**config.mk**
```make
export PLATFORM = sky130hd
export DESIGN_NAME = voqsf_desc_mem
export DESIGN_NICKNAME = d
export VERILOG_FILES = /design/src/rtl/core/voqsf_desc_mem.sv
export SDC_FILE = /design/constraint.sdc
export NUM_CORES = 1
export LEC_CHECK = 0
export ABC_AREA = 1
export BUFFER_PORTS_ARGS = -buffer_cell sky130_fd_sc_hd__buf_2
export CELL_PAD_IN_SITES_DETAIL_PLACEMENT = 0
export CELL_PAD_IN_SITES_GLOBAL_PLACEMENT = 1
export CORE_ASPECT_RATIO = 0.6
export CORE_UTILIZATION = 26
export DETAILED_ROUTE_END_ITERATION = 7
export GPL_TIMING_DRIVEN = 0
export PLACE_DENSITY_LB_ADDON = 0.1
export SYNTH_ARGS = -nofsm -noshare
export SYNTH_HDL_FRONTEND = slang
export SYNTH_SLANG_ARGS = --single-unit
```
**constraint.sdc**
```tcl
create_clock -name clock -period 1.6 [get_ports clock]
set_clock_uncertainty 0.2 [all_clocks]
set_input_delay 0.08 -clock clock [delete_from_list [all_inputs] [get_ports clock]]
set_output_delay 0.08 -clock clock [all_outputs]
set_load 0.02 [all_outputs]
```
**src/rtl/core/voqsf_desc_mem.sv**
```systemverilog
module voqsf_desc_mem #(
   parameter int DEPTH  = 16,
   parameter int DATA_W = 13
) (
   input  logic                     clock,
   input  logic                     reset,
   input  logic                     rd_en,
   input  logic [$clog2(DEPTH)-1:0] rd_addr,
   output logic [DATA_W-1:0]        rd_data,
   input  logic                     wr_en,
   input  logic [$clog2(DEPTH)-1:0] wr_addr,
   input  logic [DATA_W-1:0]        wr_data
);
   logic [DATA_W-1:0] mem_ff [DEPTH];
   logic [DEPTH-1:0]  valid_ff;
   logic [DEPTH-1:0]  valid_in;
   logic [DATA_W-1:0] rd_data_ff;
   logic              rd_valid_ff;

   always_comb begin
      valid_in = valid_ff;
      if (wr_en) begin
         valid_in[wr_addr] = 1'b1;
      end
   end

   always_ff @(posedge clock) begin
      if (reset) begin
         valid_ff <= '0;
      end else begin
         valid_ff <= valid_in;
      end
   end

   always_ff @(posedge clock) begin
      if (wr_en) begin
         mem_ff[wr_addr] <= wr_data;
      end
      if (rd_en) begin
         rd_data_ff  <= mem_ff[rd_addr];
         rd_valid_ff <= valid_ff[rd_addr];
      end
   end

   // an entry never written reads as an empty queue
   assign rd_data = rd_valid_ff ? rd_data_ff : '0;
endmodule

```
Word-level counts from Yosys, hierarchy flattened
Memories as Yosys holds them, arrays and structs flattened. A register that Yosys moved wholly into a read port is not among the register bits.
Index checks and enable logic that the tools add are counted.
{"block": "totals", "regBits": 17, "ram_bits": 208, "in_bits": 25, "out_inout_bits": 13, "memories": 1}
{"block": "classes", "magnitude_cmp": 3, "n_mux": 7, "bitwise": 1, "reduce_logical": 1}
{"memory": "mem_ff", "words": 16, "width": 13, "rd": 1, "rd_clocked_by_memory_dff": 1, "wr": 1, "line": "14", "source": "logic [DATA_W-1:0] mem_ff [DEPTH];"}
{"op": "16-bit bitwise OR", "n": 1}
{"op": "13-bit 2-to-1 mux", "n": 1}
{"op": "4-bit by 5-bit < comparator with 1-bit output (second input constant)", "n": 2}
{"op": "1-bit binary-select mux with 4-bit select", "n": 1}
{"op": "1-bit demux with 4-bit select", "n": 1}
{"op": "4-bit by 1-bit >= comparator with 1-bit output (second input constant)", "n": 1}
{"op": "1-bit 2-to-1 mux", "n": 4}
{"op": "1-bit logical AND", "n": 1}

Logic depth before layout (Yosys ltp)
{"block": "depth", "depth_word": 5, "depth_mapped": 10, "mapped_depth_nobuf": 7}

Worst setup path after synthesis
No wires, ideal clock.
{"block": "synth_path", "kind": "input -> register", "start": "in wr_en", "end": "mem mem_ff[10][0] (enable)", "arrival_ps": 1079, "required_time_ps": 1016, "setup_slack_ps": -63, "path_stages": 4, "path_buffers": 0, "cell_sequence": "inv_1 nor3_1 inv_1 nor2_1"}
{"block": "synth_via", "elab_chain_len": 2}
{"element": "start: declaration", "line": "10", "source": "input logic wr_en,"}
{"element": "1-bit 2-to-1 mux", "line": "36", "source": "if (wr_en) begin"}
{"element": "1-bit 2-to-1 mux (not written as such)", "line": "37", "source": "mem_ff[wr_addr] <= wr_data;"}
{"element": "end: declaration", "line": "14"}
No other way between the ends.

Final worst setup path
{"block": "layout_path", "start": "reg rd_valid_ff", "end": "out rd_data[8]"}
{"block": "layout_via", "elab_chain_len": 1}
{"element": "start: declaration", "line": "18", "source": "logic rd_valid_ff;"}
{"element": "start signal: assignment", "line": "41", "source": "rd_valid_ff <= valid_ff[rd_addr];"}
{"element": "13-bit 2-to-1 mux", "line": "46", "source": "assign rd_data = rd_valid_ff ? rd_data_ff : '0;"}
{"element": "end: declaration", "line": "9", "source": "output logic [DATA_W-1:0] rd_data,"}
No other way between the ends.

==> summary.md <==
| Metric | Value |
|---|---|
| Leak pwr | 5.27 nW |
| Tightest Pin Transition | 0.876 ns |
| Main flop type after synthesis | edfxtp_1 |
| H-tree levels | 1 |
| Hold Path Origin | wr_addr[1] |
| Via density | roughly 4.2 |
| Dpl hpwl | 23600 um |
| Top cells by count, synth | nand2_1, edfxtp_1, inv_1 |
| Max-cap viol count | 0 |
| DRC | 0 |
| Area grow syn2layout | 21.8% |
| WS Path Type | reg -> out |
| Placement Cell Area | about 11000 um^2 |
| TritonCTS buffer count | 25 |
| Die Height | between 150 and 200 um |
| Pin count of the biggest net entering global routing | 17 |
| Ys Warns | 0 |
| PnR worst setup slack | -0.0978 ns |
| Drt first-iter violations | roughly 510 |
| F_max | roughly 600 MHz |
| P_int | between 10 and 15 mW |
| VDD IR-drop max | around 0.66 mV |
| Post-synthesis cell area | 10200 um^2 |
| Count of pins over their slew limit | 0 |
| Die extent in x | 258 um |
| Port Buffers | 35 |
| Sequential power share | approximately half |
| Met3 Usage GRT | under 10% |
| GRT busiest layer | met1 |
| Final setup fails | 13 |
| Crit path DAT | about 1.4 ns |
| IO Count | 38 |
| Ant diodes | 0 |
| Routed wire per std cell | roughly 21 um |
| Total die area | between 40000 and 50000 um^2 |
| Top cell type by total area after synthesis | edfxtp_1 |
| Post-synth EDFFs | 222 |
| Synth top area cells | edfxtp_1, nand2_1, nand3_1 |
| Final non-filler cell area | 12500 um^2 |
| Switching share of power | around a quarter |
| Crit-path max cell delay | 0.48 ns |
| CP required | 1.32 ns |
| R2r startpoint | mem_ff[1][7]$_DFFE_PP_ |
| Setup crit end kind | output port |
| Register area share after synthesis | between 60% and 70% |
| Vias in the first global route | ~6500 |
| Post-Syn Nets | ~1000 |
| Later-pin clock latency in the skew report | roughly 0.54 ns |
| Sw power | around 3.4 mW |
| Met2 GRT Util | 22.3% |
| # rows | 55 |
| Combinational Power Share | 9.1% |
| Status | finished, violations left |
| Pwr Density | 1100 nW/um^2 |
| Post-synth top area share | between 60% and 70% |
| Routed WL | approximately 35000 um |
| Max clock buf depth | 3 |
| CP cell instances | buf_8 -> nand2_4 -> inv_2 -> buf_6 |
| Syn avg cell area | roughly 10 um^2 |
| Worst Setup Start Kind | register |
| Violated checks | negative hold slack, negative setup slack |
| Routability Congestion | 0.782 |
| Met1 Track Usage GR | ~30% |
| Worst Hold Class | in -> reg |
| CTS tree | yes |
| Tcrit/Tclk final | 106% |
| Final hold slack | -0.0744 ns |
| CTS clock-pin slew for the worst setup and hold paths | about 0.06 ns |
| Crit path time final | roughly 1.7 ns |
| Remaining Overflow, GRT | 0 |
| Detail Route Antenna Nets | 0 |
| Clk sink count | about 240 |
| Hold buffer count at CTS | 31 |
| Hold Fails Final Rpt | 8 |
| CP max stage cell | edfxtp_1 |
| Rel. slew slack | around two fifths |
| Starting density of the core | between 20% and 30% |
| Tot GR Track Use | 17.7% |
| RSZ-0062 raised after global routing | true |
| CORE AREA | approximately 38000 um^2 |
| First-pass GRT wire length | between 40000 and 50000 um |
| Ratio of cells with drive above 1 in the final layout | roughly 15% |
| Top-count cell post-synth | nand2_1 |
| Synth Instances | between 1000 and 1500 |
| Clock Power Share | between 30 and 40% |
| Critical path origin | rd_valid_ff$_DFFE_PP_ |
| Initial antenna violation count | 1 |
| Nets | around 1100 |
| Critical-path maximum fanout | 5 |
| Yosys reg bits | roughly 240 |
| Synth async-reset ratio | 0% |
| Power Total | about 14 mW |
| Synth cell types | 14 |
| First-pass DRT Iterations | 7 |
| Clk root buf | clkbuf_16 |
| Via count | 6914 |
worst paths after layout:
kind,end,slack [ns],cells past startpoint
min reg2reg,valid_ff[3]$_SDFFE_PP0P_,0.26,2
max,rd_data[8],-0.1,4
min,mem_ff[12][7]$_DFFE_PP_,-0.07,4
max reg2reg,rd_data_ff[7]$_DFFE_PP_,0.06,6
flip-flops by register name, indices dropped and copies added (netlist names):
name         cells
rd_valid_ff      1
valid_ff        16
rd_data_ff      13
mem_ff         208
cell families after synthesis:
group / count (synthesis) / share of synthesized area [%]
simple gates: 510 / 20.8
buf+inv: 255 / 10.3
flops: 238 / 68.4
compound gates: 10 / 0.490
layer usage:
metal | routed length, um | part of all wire, % | vias to the layer above
met3 | 1700 | 4.9 | 34
met1 | 19800 | 57 | 3312
met2 | 12500 | 36 | 142
met5 | 0 | 0 | -
li1 | - | - | 3426
met4 | 594 | 1.7 | 0
per-stage QoR:
stage                     utilization [%]  instances  setup WS (ns)  setup TNS [ns]
after floorplan                         -       1013        -0.0632           -1.64
after global placement               28.9       1561          -1.11         -145.46
after detailed placement             29.1       1566         -0.712          -84.56
after CTS                            32.0       1641         -0.105           -1.30
after global routing                 32.6       1641         -0.164           -1.86
final                                32.6       1641        -0.0978           -1.08
critical path, delay by kind of cell (launching register included):
kind | cells | cell delay, ns
buffers and inverters | 3 | 0.34
and+or+nand+nor | 1 | 0.06
DFF | 1 | 0.48
cell usage in the layout, fill, tap and decap left out, types with 5 or more instances in the layout:
cell type / Yosys / routed
inv_2: 2 / 15
buf_6: 7 / 22
buf_4: 6 / 7
clkinvlp_4: 0 / 5
clkbuf_16: 0 / 25
buf_2: 16 / 39
nand3_2: 0 / 22
dfxtp_1: 16 / 16
nand3_1: 169 / 147
a21oi_1: 10 / 10
inv_1: 206 / 188
nand2_1: 315 / 302
nand2_2: 0 / 9
buf_8: 0 / 5
dlygate4sd3_1: 0 / 31
nor2_2: 0 / 6
nor2_1: 22 / 16
clkbuf_1: 14 / 19
edfxtp_1: 222 / 222
what timing repair did:
item | 4_1_cts | 5_1_grt
endpoints found under the setup margin | 15 | 99
pin swaps | 0 | 0
cloned | 1 | 0
buffers inserted | 1 | 0
gates resized for setup | 25 | 75
hold endpoints to repair | 252 | 6
final cells by class:
| type | instances | area, um^2 |
|---|---|---|
| Sequential cell | 238 | 6990 |
| Tap cell | 513 | 642 |
| Inverter | 208 | 800 |
| Multi-Input combinational cell | 520 | 2360 |
| Timing Repair Buffer | 73 | 657 |
| Buffer | 47 | 289 |
| Fill cell | 3976 | 25700 |
| Clock buffer | 36 | 687 |
| Clock inverter | 6 | 27.5 |
power groups by stage:
| stage | combinational, mW | sequential, mW | clock [mW] |
|---|---|---|---|
| after floorplan | 0.548 | 7.12 | 0 |
| after global placement | 1.12 | 7.13 | 0 |
| after detailed placement | 1.12 | 7.13 | 0 |
| after CTS | 1.20 | 7.00 | 5.56 |
| after global routing | 1.37 | 7.01 | 5.80 |
| final | 1.25 | 7.00 | 5.44 |
No activity file was read; power rests on OpenSTA's default activity.
